<file path="src/rtl/tgd_pkg.sv">
`default_nettype none

package tgd_pkg;

  // Field widths
  localparam int unsigned READ_W = 16;
  localparam int unsigned TIME_W = 32;
  localparam int unsigned KIND_W = 2;
  localparam int unsigned RUN_W  = 2;

  // APB register map: register i at byte address 4*i
  localparam int unsigned ADDR_W = 4;
  localparam int unsigned DATA_W = 32;

  typedef enum logic [1:0] {
    REG_BASELINE   = 2'd0,
    REG_LONG_PRESS = 2'd1,
    REG_DBL_WINDOW = 2'd2
  } reg_idx_t;

  // Event kinds
  localparam logic [KIND_W-1:0] KIND_TOUCH  = 2'd0;
  localparam logic [KIND_W-1:0] KIND_DOUBLE = 2'd1;
  localparam logic [KIND_W-1:0] KIND_LONG   = 2'd2;

  // Register reset values
  localparam logic [READ_W-1:0] BASELINE_RST   = '0;
  localparam logic [TIME_W-1:0] LONG_PRESS_RST = 32'd1000;
  localparam logic [TIME_W-1:0] DBL_WINDOW_RST = 32'd400;

  // Touches counted before a pair fires
  localparam logic [RUN_W-1:0] RUN_PAIR = 2'd2;
  localparam logic [RUN_W-1:0] RUN_ONE  = 2'd1;

  // Event queue, one entry per poll that produces events
  localparam int unsigned QUE_DEPTH = 2;
  localparam int unsigned QPTR_W    = 1;
  localparam int unsigned QCNT_W    = 2;

  // One queued poll: leading event kind, and whether a double touch follows
  typedef struct packed {
    logic [KIND_W-1:0] kind;
    logic              dbl;
    logic [READ_W-1:0] rd;
    logic [TIME_W-1:0] tm;
  } evt_t;

endpackage

`default_nettype wire

</file>
<file path="src/rtl/touch_gesture_detector.sv">
`default_nettype none

// Channel | Handshake          | Payload
// --------+--------------------+------------------------------------------------
// in      | in_valid/in_stall  | in_reading, in_now_ms
// out     | out_valid/out_stall| out_event_kind, out_event_reading,
//         |                    | out_event_time, out_last
// cfg     | APB psel/penable   | paddr, pwdata, prdata (pready tied high)
//
// A poll is registered on entry and evaluated while it sits in the input register
// and the queue has a free entry; its events land in a two-entry queue. One poll
// per cycle is taken while the queue has room; a poll giving touch plus double
// touch is sent as a touch beat and then a double-touch beat on the single
// output port. Reset is synchronous and restores register defaults and clears
// all gesture state. The input stalls only while the queue is full.
module touch_gesture_detector (
  input  wire logic                          clk,
  input  wire logic                          rst_n,
  // poll input
  input  wire logic                          in_valid,
  output logic                               in_stall,
  input  wire logic [tgd_pkg::READ_W-1:0]    in_reading,
  input  wire logic [tgd_pkg::TIME_W-1:0]    in_now_ms,
  // event output
  output logic                               out_valid,
  input  wire logic                          out_stall,
  output logic [tgd_pkg::KIND_W-1:0]         out_event_kind,
  output logic [tgd_pkg::READ_W-1:0]         out_event_reading,
  output logic [tgd_pkg::TIME_W-1:0]         out_event_time,
  output logic                               out_last,
  // configuration
  input  wire logic                          psel,
  input  wire logic                          penable,
  input  wire logic                          pwrite,
  input  wire logic [tgd_pkg::ADDR_W-1:0]    paddr,
  input  wire logic [tgd_pkg::DATA_W-1:0]    pwdata,
  output logic [tgd_pkg::DATA_W-1:0]         prdata,
  output logic                               pready
);

  import tgd_pkg::*;

  // Configuration registers
  logic [READ_W-1:0] baseline_r;
  logic [TIME_W-1:0] long_press_r;
  logic [TIME_W-1:0] dbl_window_r;
  reg_idx_t          reg_idx;
  logic              cfg_wr;

  // Input register
  logic              in_vld_r;
  logic [READ_W-1:0] in_rd_r;
  logic [TIME_W-1:0] in_now_r;
  logic              in_acc;

  // Gesture state
  logic              was_touched_r, was_touched_nxt;
  logic [TIME_W-1:0] press_start_r, press_start_nxt;
  logic [TIME_W-1:0] release_time_r, release_time_nxt;
  logic [RUN_W-1:0]  touch_run_r, touch_run_nxt;
  logic              long_fired_r, long_fired_nxt;

  // Evaluation
  logic              proc;
  logic              touched;
  logic [19:0]       rd_plus1;
  logic [19:0]       rd_x10;
  logic [19:0]       base_x7;
  logic [TIME_W-1:0] rel_dt;
  logic [TIME_W-1:0] press_dt;
  logic [RUN_W-1:0]  run_tmp;
  logic              push;
  evt_t              push_evt;

  // Event queue
  evt_t              que_r [QUE_DEPTH];
  logic [QPTR_W-1:0] wr_ptr_r;
  logic [QPTR_W-1:0] rd_ptr_r;
  logic [QCNT_W-1:0] cnt_r, cnt_nxt;
  logic              phase_r;
  evt_t              head;
  logic              beat;
  logic              pop;

  // ---------------------------------------------------------------------
  // APB register file
  assign pready  = 1'b1;
  assign reg_idx = reg_idx_t'(paddr[ADDR_W-1:2]);
  assign cfg_wr  = psel && penable && pwrite;

  always_ff @(posedge clk) begin
    if (!rst_n) begin
      baseline_r   <= BASELINE_RST;
      long_press_r <= LONG_PRESS_RST;
      dbl_window_r <= DBL_WINDOW_RST;
    end else if (cfg_wr) begin
      unique case (reg_idx)
        REG_BASELINE:   baseline_r   <= pwdata[READ_W-1:0];
        REG_LONG_PRESS: long_press_r <= pwdata[TIME_W-1:0];
        REG_DBL_WINDOW: dbl_window_r <= pwdata[TIME_W-1:0];
        default: ;
      endcase
    end
  end

  always_comb begin
    unique case (reg_idx)
      REG_BASELINE:   prdata = {{(DATA_W-READ_W){1'b0}}, baseline_r};
      REG_LONG_PRESS: prdata = long_press_r;
      REG_DBL_WINDOW: prdata = dbl_window_r;
      default:        prdata = '0;
    endcase
  end

  // ---------------------------------------------------------------------
  // Input register; a poll leaves it when the queue has a free entry
  assign proc     = in_vld_r && (cnt_r != QCNT_W'(QUE_DEPTH));
  assign in_stall = in_vld_r && (cnt_r == QCNT_W'(QUE_DEPTH));
  assign in_acc   = in_valid && !in_stall;

  always_ff @(posedge clk) begin
    if (!rst_n) begin
      in_vld_r <= 1'b0;
    end else if (in_acc) begin
      in_vld_r <= 1'b1;
    end else if (proc) begin
      in_vld_r <= 1'b0;
    end
  end

  always_ff @(posedge clk) begin
    if (in_acc) begin
      in_rd_r  <= in_reading;
      in_now_r <= in_now_ms;
    end
  end

  // ---------------------------------------------------------------------
  // Touch test: rd < floor(70*b/100)  <=>  10*(rd+1) <= 7*b
  assign rd_plus1 = {4'd0, in_rd_r} + 20'd1;
  assign rd_x10   = (rd_plus1 << 3) + (rd_plus1 << 1);
  assign base_x7  = ({4'd0, baseline_r} << 3) - {4'd0, baseline_r};
  assign touched  = rd_x10 <= base_x7;

  // Wrapped time differences
  assign rel_dt   = in_now_r - release_time_r;
  assign press_dt = in_now_r - press_start_r;

  // Gesture decision and state update
  always_comb begin
    was_touched_nxt  = was_touched_r;
    press_start_nxt  = press_start_r;
    release_time_nxt = release_time_r;
    touch_run_nxt    = touch_run_r;
    long_fired_nxt   = long_fired_r;
    run_tmp          = touch_run_r;
    push             = 1'b0;
    push_evt.kind    = KIND_TOUCH;
    push_evt.dbl     = 1'b0;
    push_evt.rd      = in_rd_r;
    push_evt.tm      = in_now_r;

    if (proc) begin
      was_touched_nxt = touched;
      if (touched) begin
        if (!was_touched_r) begin
          // start of a touch
          press_start_nxt = in_now_r;
          long_fired_nxt  = 1'b0;
          run_tmp         = (rel_dt < dbl_window_r) ? touch_run_r + RUN_ONE : RUN_ONE;
          push            = 1'b1;
          if (run_tmp == RUN_PAIR) begin
            push_evt.dbl  = 1'b1;
            touch_run_nxt = '0;
          end else begin
            touch_run_nxt = run_tmp;
          end
        end else if (!long_fired_r && (press_dt > long_press_r)) begin
          // held long enough
          long_fired_nxt = 1'b1;
          push           = 1'b1;
          push_evt.kind  = KIND_LONG;
        end
      end else if (was_touched_r) begin
        release_time_nxt = in_now_r;
      end
    end
  end

  always_ff @(posedge clk) begin
    if (!rst_n) begin
      was_touched_r  <= 1'b0;
      press_start_r  <= '0;
      release_time_r <= '0;
      touch_run_r    <= '0;
      long_fired_r   <= 1'b0;
    end else begin
      was_touched_r  <= was_touched_nxt;
      press_start_r  <= press_start_nxt;
      release_time_r <= release_time_nxt;
      touch_run_r    <= touch_run_nxt;
      long_fired_r   <= long_fired_nxt;
    end
  end

  // ---------------------------------------------------------------------
  // Event queue; phase_r picks the double-touch beat of a paired entry
  assign head              = que_r[rd_ptr_r];
  assign out_valid         = cnt_r != '0;
  assign out_event_kind    = phase_r ? KIND_DOUBLE : head.kind;
  assign out_event_reading = head.rd;
  assign out_event_time    = head.tm;
  assign out_last          = phase_r || !head.dbl;

  assign beat    = out_valid && !out_stall;
  assign pop     = beat && out_last;
  assign cnt_nxt = cnt_r + QCNT_W'(push) - QCNT_W'(pop);

  always_ff @(posedge clk) begin
    if (!rst_n) begin
      wr_ptr_r <= '0;
      rd_ptr_r <= '0;
      cnt_r    <= '0;
      phase_r  <= 1'b0;
    end else begin
      cnt_r <= cnt_nxt;
      if (push) begin
        wr_ptr_r <= wr_ptr_r + 1'b1;
      end
      if (pop) begin
        rd_ptr_r <= rd_ptr_r + 1'b1;
        phase_r  <= 1'b0;
      end else if (beat) begin
        phase_r  <= 1'b1;
      end
    end
  end

  always_ff @(posedge clk) begin
    if (push) begin
      que_r[wr_ptr_r] <= push_evt;
    end
  end

  // ---------------------------------------------------------------------
  // Checks
  a_cnt_bound: assert property (@(posedge clk) disable iff (!rst_n)
    cnt_r <= QCNT_W'(QUE_DEPTH))
    else $error("event queue overfilled");

  a_not_last_is_touch: assert property (@(posedge clk) disable iff (!rst_n)
    (out_valid && !out_last) |-> (out_event_kind == KIND_TOUCH))
    else $error("non-final beat is not a touch event");

  // a double touch follows its touch beat, or is itself held by a stall
  a_double_after_touch: assert property (@(posedge clk) disable iff (!rst_n)
    (out_valid && out_event_kind == KIND_DOUBLE) |->
      $past(out_valid && (out_stall || !out_last)))
    else $error("double touch not preceded by its touch beat");

  a_empty_no_stall: assert property (@(posedge clk) disable iff (!rst_n)
    (cnt_r == '0) |-> !in_stall)
    else $error("input stalled with empty queue");

endmodule

`default_nettype wire
</file>
<file path="config.mk">
export PLATFORM = sky130hd
export DESIGN_NAME = touch_gesture_detector
export DESIGN_NICKNAME = d
export VERILOG_FILES = /design/src/rtl/tgd_pkg.sv /design/src/rtl/touch_gesture_detector.sv
export SDC_FILE = /design/constraint.sdc
export NUM_CORES = 1
export LEC_CHECK = 0
export ABC_AREA = 0
export BUFFER_PORTS_ARGS = -buffer_cell sky130_fd_sc_hd__buf_2
export CORE_AREA = 5 5 276 278
export CTS_CLUSTER_SIZE = 12
export DETAILED_ROUTE_END_ITERATION = 16
export DIE_AREA = 0 0 281 283
export PLACE_DENSITY_LB_ADDON = 0.15
export RECOVER_POWER = 100
export SLEW_MARGIN = 5
export SYNTH_ARGS = -nofsm -noshare
export SYNTH_HDL_FRONTEND = slang
export SYNTH_SLANG_ARGS = --single-unit
</file>
<file path="constraint.sdc">
create_clock -name clk -period 21.8 [get_ports clk]
set_input_delay 3.27 -clock clk [delete_from_list [all_inputs] [get_ports clk]]
set_output_delay 3.27 -clock clk [all_outputs]
set_load 0.03 [all_outputs]
</file>
==> results of run 1 <==
[worst min-delay path, stage by stage (launching register included)]
cell                       delay [ns]
sky130_fd_sc_hd__dfxtp_1         0.30
sky130_fd_sc_hd__nand2_1         0.05
sky130_fd_sc_hd__a21boi_0        0.06
[sequential cells by signal (all words and copies together), names as in the netlist, 2 cells and up, named ones only]
signal and count:
que_r 100, dbl_window_r 32, in_now_r 32, long_press_r 32
press_start_r 32, release_time_r 32, baseline_r 16, in_rd_r 16
cnt_r 2, touch_run_r 2
[final timing paths]
kind,cells after the start,start,to,slack (ns)
hold / removal,2,press_start_r[20],press_start_r[20],0.47
setup / recovery,25,in_rd_r[0],que_r[0][13],10.36
hold reg to reg,2,press_start_r[20],press_start_r[20],0.47
setup reg to reg,25,in_rd_r[0],que_r[0][13],10.36
[final cells by class]
cell class	instances	area (um2)
Inverter	179	672
Tap cell	969	1210
Clock inverter	19	181
Antenna cell	1	2.50
Multi-Input combinational cell	1341	9630
Sequential cell	303	7550
Timing Repair Buffer	189	858
Clock buffer	55	1130
Fill cell	7776	52500
[routing by layer]
layer | global-route usage (%) | vias to the layer above | wire length [um]
li1 | - | 6943 | -
met1 | 17.9 | 6574 | 24900
met2 | 22.0 | 291 | 25300
met3 | 2.69 | 63 | 2920
met4 | 3.10 | 2 | 1080
met5 | 0 | - | 11
[stage by stage]
step / std cells / worst slack (ns)
after global placement: 2981 / 13.20
final: 3056 / 10.36
after CTS: 3055 / 13.18
after floorplan: 1885 / 13.58
after global routing: 3056 / 9.28
after detailed placement: 2981 / 13.19
[placed cells by master (no fill, tap or decap), types with 9 or more instances in the layout]
master	synthesis	layout
sky130_fd_sc_hd__a21boi_0	77	105
sky130_fd_sc_hd__a21o_1	47	47
sky130_fd_sc_hd__a21oi_1	82	82
sky130_fd_sc_hd__a22o_1	16	16
sky130_fd_sc_hd__and3_1	16	16
sky130_fd_sc_hd__buf_2	3	95
sky130_fd_sc_hd__clkbuf_1	43	94
sky130_fd_sc_hd__clkbuf_16	0	41
sky130_fd_sc_hd__clkinv_2	0	9
sky130_fd_sc_hd__dfxtp_1	155	155
sky130_fd_sc_hd__edfxtp_1	148	148
sky130_fd_sc_hd__ha_1	174	174
sky130_fd_sc_hd__inv_1	179	179
sky130_fd_sc_hd__mux2_2	48	42
sky130_fd_sc_hd__mux2i_1	51	51
sky130_fd_sc_hd__nand2_1	285	285
sky130_fd_sc_hd__nand2b_1	13	13
sky130_fd_sc_hd__nand3_1	31	31
sky130_fd_sc_hd__nand4_1	16	16
sky130_fd_sc_hd__nor2_1	59	59
sky130_fd_sc_hd__nor2b_1	52	51
sky130_fd_sc_hd__nor3_1	21	21
sky130_fd_sc_hd__o211ai_1	12	12
sky130_fd_sc_hd__o21a_1	16	16
sky130_fd_sc_hd__o21ai_0	56	56
sky130_fd_sc_hd__o21ai_1	12	12
sky130_fd_sc_hd__xnor2_1	72	72
sky130_fd_sc_hd__xor2_1	28	28
[cell families after synthesis]
kind of cell               after synthesis  synth area share (%)
xor gates and xnor gates               100                  4.83
and+or+nand+nor                        540                  13.9
DFF                                    303                  41.6
muxes                                   99                  5.80
AOI/OAI and AO/OA                      424                  16.2
adders and majority gates              177                  12.3
buffers and inverters                  241                  5.32
other                                    1                0.0207
[power by group]
part,internal (uW),switching (uW),leakage [uW]
Sequential,675,37.6,0.00264
Combinational,234,394,0.00441
Clock,400,266,0.000655
Total,1310,698,0.00771
==> results.md, run 1 <==
- Hold is met by 0.466 ns.
- Clock-pin slew was measured on the worst setup and hold paths at 0.05 ns.
- The floorplan step defined a die boundary enclosing 79500 um2.
- The tightest min-delay check is of the reg -> reg type.
- The initial antenna violation count was 4.
- The gate count after technology mapping is 1885.
- Hold repair after CTS inserted 0 buffers.
- The effective utilization at floorplan is 24.6%.
- The final standard cell utilization of the core is 28.8%.
- The port buffer count is about 170.
- The family of cells with the greatest summed delay on the critical path is simple AND/OR/NAND/NOR gates.
- The data required time of the worst path is 21.93 ns.
- Setup repair after global routing left no endpoint under its margin.
- Synthesis produced a netlist with a net count of 2153.
- The master cell of the clock root buffer is sky130_fd_sc_hd__clkbuf_16.
- The final critical delay including setup and external delays is 11.44 ns.
- The number of warnings issued by yosys is 0.
- The post-layout instance area is 21200 um2.
- The number of remaining DRC errors is 0.
- For the final database, setup skew stands at between 0.02 and 0.025 ns.
- The TritonCTS clock tree is done.
- In this run the vertical extent of the chip is 283 um.
- The total congestion overflow is 0.
- Row generation in the floorplan step produced 100 rows.
- The clock buffer count from CTS is 40.
- The setup TNS is 0 ns.
- Together, buffers and inverters on the worst path number 2.
- Ranked by instance count, the synthesized netlist is headed by sky130_fd_sc_hd__nand2_1, sky130_fd_sc_hd__inv_1, sky130_fd_sc_hd__ha_1.
- The largest total area in the synthesized netlist belongs to sky130_fd_sc_hd__edfxtp_1.
- The worst setup path is launched from a register.
- The via count is between 10000 and 15000.
- Once the clock tree was built, the setup fixing pass inserted 0 buffers.
- At the pin with the least slew margin, the transition time is 3.80 ns.
- The number of instances resized during post-cts repair is 0.
- Yosys attributes the largest share of cell area to sky130_fd_sc_hd__edfxtp_1, sky130_fd_sc_hd__dfxtp_1, sky130_fd_sc_hd__ha_1.
- The maximum net fanout on the critical path is 38.
- The critical path in this run is classified as reg -> reg.
- Each instance of the synthesized netlist takes up on average 9.62 um2.
- The share of synthesized registers carrying an async set or reset is 0%.
- The wire length of the first global-routing pass is a little over 80000 um.
- The average vias per placed instance is 4.54.
- The delay contributed by the slowest stage of the critical path is 2.05 ns.
- The clock reaches the later pin of the worst-skew pair after 0.57 ns.
- In this run, distinct cell masters in the synthesized netlist total 79.
- After detailed routing, the average wire length per cell comes to 17.7 um.
- The antenna violation net count after detailed routing is 0.
- Among all stages on the critical path, the largest delay is contributed by sky130_fd_sc_hd__nor2_1.
- The synthesized design contains around 150 enable-type register cells.
- The cell area after synthesis is 18100 um2.
- Entering global routing, the biggest net connects between 90 and 100 pins.
- The area share of the leading cell type in the synthesized netlist is 24.5%.
- The period utilization is a little over half.
- The number of global-route vias before repair was 13827.
- For this run, the post-layout net count is 2322.
- For this design the static power due to leakage is 0.00771 uW.
- The sequential cell area fraction in the yosys report is 41.6%.
- The type of element capturing the critical path is a register.
- The final-report setup violation count is 0.
- The cell with the most instances after synthesis is sky130_fd_sc_hd__nand2_1.
- Routability-driven placement finished with a final weighted congestion of 0.799.
- The first-pass iteration count of the detailed router is 5.
- After the first detailed-routing iteration, the DRC count stood at 837.
- Measured against its own limit, the worst slew margin works out to -153%.
- The total area inside the core boundary comes to 73700 um2.
- The number of max-slew violations in the final report is 473.
- The number of top-level pins is between 150 and 200.
- STA puts the critical path data arrival time at approximately 12 ns.
- The clock passes through at most 3 buffers.
- In this run the cell area measured after placement is 20100 um2.
- Based on the critical path, the design can be clocked at up to 87.4 MHz.
- The number of synthesized register bits is 303.
- The count of clock tree sinks is approximately 300.
- The number of max-capacitance violations reported is 12.
- In the synthesized netlist the dominant register cell turns out to be sky130_fd_sc_hd__dfxtp_1.
- After layout, the design draws a total of 2010 uW.
- The chip width is ~280 um.
- The run finished, with violations left.
- The checks that failed: max-capacitance violations, max-slew violations.
- The H-tree generated during clock tree synthesis spans 2 levels.
- Power spread over the standard cell area amounts to 94.5 nW/um2.
- IR analysis of the VDD net gives a maximum drop of 0.0543 mV.
- The count of final hold-check violations is 0.
- The signed area change from the synthesized netlist to the final layout is 17.1%.
- The HPWL after detailed placement is 40100 um.
- The total wirelength of the detailed-routed design is ~54000 um.
- The share of post-route cells with drive strength above 1 is 11.4%.
- The overall routing resource usage is 13.3%.
Note: power is estimated with default switching activity, not from simulation.
==> inputs of run 2 (changes only) <==
--- a/config.mk
+++ b/config.mk
@@ -5,7 +5,7 @@
 export SDC_FILE = /design/constraint.sdc
 export NUM_CORES = 1
 export LEC_CHECK = 0
-export ABC_AREA = 0
+export ABC_AREA = 1
 export BUFFER_PORTS_ARGS = -buffer_cell sky130_fd_sc_hd__buf_2
 export CORE_AREA = 5 5 276 278
 export CTS_CLUSTER_SIZE = 12
==> constraint.sdc (replaced) <==
create_clock -name clk -period 9.2 [get_ports clk]
set_input_delay 1.38 -clock clk [delete_from_list [all_inputs] [get_ports clk]]
set_output_delay 1.38 -clock clk [all_outputs]
set_load 0.03 [all_outputs]
==> run 2 against run 1 <==
The flow still finishes with violations (max-capacitance violations, max-slew violations). Maximum frequency rose by 58%. Global-route usage up 0.47 points. Sequential power rose by 140%. Die area unchanged. Total power rose to 2.6 times the previous value. Utilization fell by 0.29 points. Critical path depth increased by 9. Cell count is 9.8% higher. Hold slack got worse by 0.0063 ns. Cell area decreased by 1.0%. Setup slack got worse by 8.4 ns. Largest cell class unchanged. Highest routed layer is now met4.
==> results.md, run 2 <==
- The first-pass iteration count of the detailed router was 5 (unchanged).
- The relative max-transition margin is -118% (+35 points).
- The wire length of the first global-routing pass is 86600 um (+5.2%).
- The top register by number of flip-flops is que_r.
- The most common cell after layout, fill and taps aside is sky130_fd_sc_hd__nand2_1.
- The library cells used most frequently in the layout, excluding fill and tap cells, are sky130_fd_sc_hd__nand2_1, sky130_fd_sc_hd__a21oi_1, sky130_fd_sc_hd__inv_1.
- The checks that failed: max-capacitance violations, max-slew violations.
- The wire length per cell after detailed routing came to 16.8 um (-5.1%).
- The period utilization is 78.8% (+26 points).
- Compared with the post-synthesis result, the final layout area differs by 16.0%.
- The ratio of total power to cell area was 245 nW/um2 (+160%).
- The data arrival time at the worst-slack endpoint is 7.44 ns (-4.13 ns).
- The cell area after synthesis was 18100 um2 (about the same).
- The initial antenna violation count came to 6 (+2).
- The y dimension of the die was 283 um (unchanged).
- The delay contributed by the slowest stage of the critical path is 0.81 ns (-1.24 ns).
- The number of flip-flops in the largest register was 100 (unchanged).
- The data required time of the worst path is 9.39 ns (-12.54 ns).
- The met1 layer usage reported by global route is 17.2% (-0.69 points).
- The port buffer count is 173 (unchanged).
- The number of max-slew violations in the final report is 295 (-38%).
- Yosys instantiated no cell more often than sky130_fd_sc_hd__nand2_1.
- The count of standard-cell rows is 100 (unchanged).
- The global routing usage on met3 is 2.29% (-0.40 points).
- The source-to-sink clock delay at the later pin of the worst-skew pair is 0.56 ns (about the same).
- The post-synthesis net count was 2460 (+14%).
- The total congestion overflow came to 0 (unchanged).
- The share of post-route cells with drive strength above 1 is 7.39% (-4.0 points).
- The most crowded layer after global routing is met2.
- The family of cells with the greatest summed delay on the critical path is simple AND/OR/NAND/NOR gates.
- The share of synthesized registers carrying an async set or reset came to 0% (unchanged).
- The effective utilization at floorplan is 24.6% (about the same).
- Among all flip-flop cells after synthesis, the most frequent one is sky130_fd_sc_hd__dfxtp_1.
- The count of final hold-check violations is 0 (unchanged).
- The master of the slowest instance on the critical path is sky130_fd_sc_hd__nor2_4.
- The type of element capturing the critical path is a register.
- The via count is 15088 (+8.8%).
- The maximum number of buffers from clock root to sink came to 3 (unchanged).
- The number of instances resized during post-cts repair is 0 (unchanged).
- The library cell appearing most often on the critical path is sky130_fd_sc_hd__nand2_1.
- The chip width came to 281 um (unchanged).
- The setup TNS was 0 ns (unchanged).
- The number of design-rule violations left by the first detailed-router iteration was 758 (-9.4%).
- The pre-CTS worst setup slack is 2.80 ns (-10.40 ns).
- The area share of the leading cell type in the synthesized netlist is 24.5% (about the same).
- The number of distinct library cells after synthesis came to 53 (-33%).
- The count of clock tree sinks is 303 (unchanged).
- The post-layout net count is 2620 (+13%).
- The tree is rooted in a sky130_fd_sc_hd__clkbuf_16.
- The post-layout instance area is 21000 um2 (-1.0%).
- STA classifies the critical path startpoint as a register.
- The worst clock skew is 0.0241 ns (+0.00287 ns).
- The number of warnings issued by yosys is 0 (unchanged).
- The placer congestion estimate was 0.846 (+5.9%).
- The HPWL after detailed placement is 44300 um (+11%).
- The maximum vdd ir drop is 0.128 mV (+140%).
- The largest total area in the synthesized netlist belongs to sky130_fd_sc_hd__edfxtp_1.
- The number of remaining DRC errors is 0 (unchanged).
- The critical path class is reg -> reg.
- The upper clock frequency limit was 138 MHz (+58%).
- The number of flops mapped to enable cells by yosys is 148 (unchanged).
- The register clock-pin slew on the reported worst setup and hold paths was 0.06 ns (about the same).
- The maximum net fanout on the critical path is 29 (-24%).
- The flow ran to the end, but the final reports show violations.
- The area of the multi-input gates is 9100 um2 (-5.5%).
- The path class of the lowest-slack min-delay path is reg -> reg.
- The total wirelength of the detailed-routed design is 56500 um (+4.2%).
- The actual slew at the worst max-slew pin is 3.27 ns (-0.529 ns).
- The gate count after technology mapping is 2192 (+16%).
- The average vias per placed instance is 4.50 (-0.96%).
- The placeable core region is 73700 um2 (unchanged).
- The die footprint is 79500 um2 (unchanged).
- The met2 capacity usage during global routing is 24.2% (+2.2 points).
- The instance area at placement is 20000 um2 (-0.48%).
- The buffers plus inverters on the worst setup path is 2 (unchanged).
- The final critical delay including setup and external delays is 7.25 ns (-4.19 ns).
- TritonCTS built the clock tree.
- The number of synthesized register bits was 303 (unchanged).
- The clock buffer count from CTS was 38 (-5.0%).
- The overall routing resource usage came to 13.8% (+0.47 points).
- The final-report setup violation count is 0 (unchanged).
- The pin count of the biggest net entering global routing was 82 (-11%).
- The depth of the CTS H-tree was 2 (unchanged).
- The number of buffers inserted by hold repair at cts is 0 (unchanged).
- The final standard cell utilization of the core is 28.5% (-0.29 points).
- The commonest cells after synthesis are sky130_fd_sc_hd__nand2_1, sky130_fd_sc_hd__inv_1, sky130_fd_sc_hd__a21oi_1.
- The filler cell count was 7976 (+2.6%).
- The sequential cell area fraction in the yosys report is 41.7% (about the same).
- The mean instance size in the synthesized netlist is 8.27 um2 (-14%).
- The number of top-level pins is 177 (unchanged).
- The smallest setup slack after layout is 1.95 ns (-8.41 ns).
- Setup repair after global routing left no endpoint under its margin.
- The number of global-route vias before repair is 15048 (+8.8%).
- By area the synthesized netlist is led by sky130_fd_sc_hd__edfxtp_1, sky130_fd_sc_hd__dfxtp_1, sky130_fd_sc_hd__ha_1.
- The antenna violation net count after detailed routing is 0 (unchanged).
- The number of setup buffers added after CTS is 0 (unchanged).
- The static leakage power was 0.00853 uW (+11%).
- The number of max-capacitance violations reported was 5 (-7).
- The area of all sequential standard cells was 7550 um2 (about the same).
## run 2: changes by cell type after synthesis, moves of 25 or more
cell,previous run,this run
sky130_fd_sc_hd__a21oi_1,82,282
sky130_fd_sc_hd__nand2_1,285,418
sky130_fd_sc_hd__o21ai_0,56,169
sky130_fd_sc_hd__inv_1,179,283
sky130_fd_sc_hd__a21boi_0,77,4
sky130_fd_sc_hd__nor2_1,59,127
sky130_fd_sc_hd__nor2b_1,52,0
sky130_fd_sc_hd__mux2i_1,51,0
sky130_fd_sc_hd__mux2_2,48,0
sky130_fd_sc_hd__a21o_1,47,15
sky130_fd_sc_hd__a21boi_1,32,1
sky130_fd_sc_hd__xnor2_1,72,41
sky130_fd_sc_hd__xor2_1,28,59
sky130_fd_sc_hd__o21ai_1,12,37
## run 2: kinds of logic (layout without fill, tap and decap cells)
logic type,count (synthesis),count (layout),share of synthesized area [%]
fa+ha+maj,177,177,12.3
flops,303,303,41.7
other cells,1,7,0.0207
xor+xnor,100,100,4.83
buf+inv,352,541,7.67
simple gates,665,665,15.6
compound gates,594,594,17.9
## run 2: metrics by stage
stage / power, uW / std cells / hold slack (ns)
after floorplan: 3150 / 2192 / 0.426
after global placement: 3710 / 3281 / 0.442
after detailed placement: 3740 / 3281 / 0.443
after CTS: 5300 / 3350 / 0.455
after global routing: 5550 / 3351 / 0.474
final: 5140 / 3356 / 0.459
## run 2: final timing paths
kind | start | endpoint | slack, ns | depth (start not counted)
max | in_rd_r[0] | que_r[1][14] | 1.95 | 34
min | press_start_r[22] | press_start_r[22] | 0.46 | 2
max reg2reg | in_rd_r[0] | que_r[1][14] | 1.95 | 34
min reg2reg | press_start_r[22] | press_start_r[22] | 0.46 | 2
## run 2: where the power goes
part / switching [uW] / internal (uW) / leakage, uW
sequential: 79.9 / 1630 / 0.00265
clock: 608 / 893 / 0.000608
combinational: 1320 / 602 / 0.00527
## run 2: metal layers
metal,up-vias,part of all wire (%)
met4,0,3.0
met3,78,4.3
li1,7766,-
met1,6981,44
met2,263,49
met5,-,0
## run 2: final cells by class
type / count / area share (%)
tap: 969 / 5.77
timing repair buffer: 184 / 3.92
inverter: 288 / 5.14
clock buffer: 47 / 4.78
sequential: 303 / 35.9
clock inverter: 22 / 1.11
antenna: 6 / 0.0714
multi-input combinational: 1537 / 43.3
## run 2: worst reg2reg max path: cells and delay by family, from the launching register on
kind | cells | cell delay, ns
adders and majority gates | 3 | 0.81
DFF | 1 | 0.56
xor gates and xnor gates | 1 | 0.26
buffers and inverters | 2 | 0.63
and+or+nand+nor | 28 | 4.59
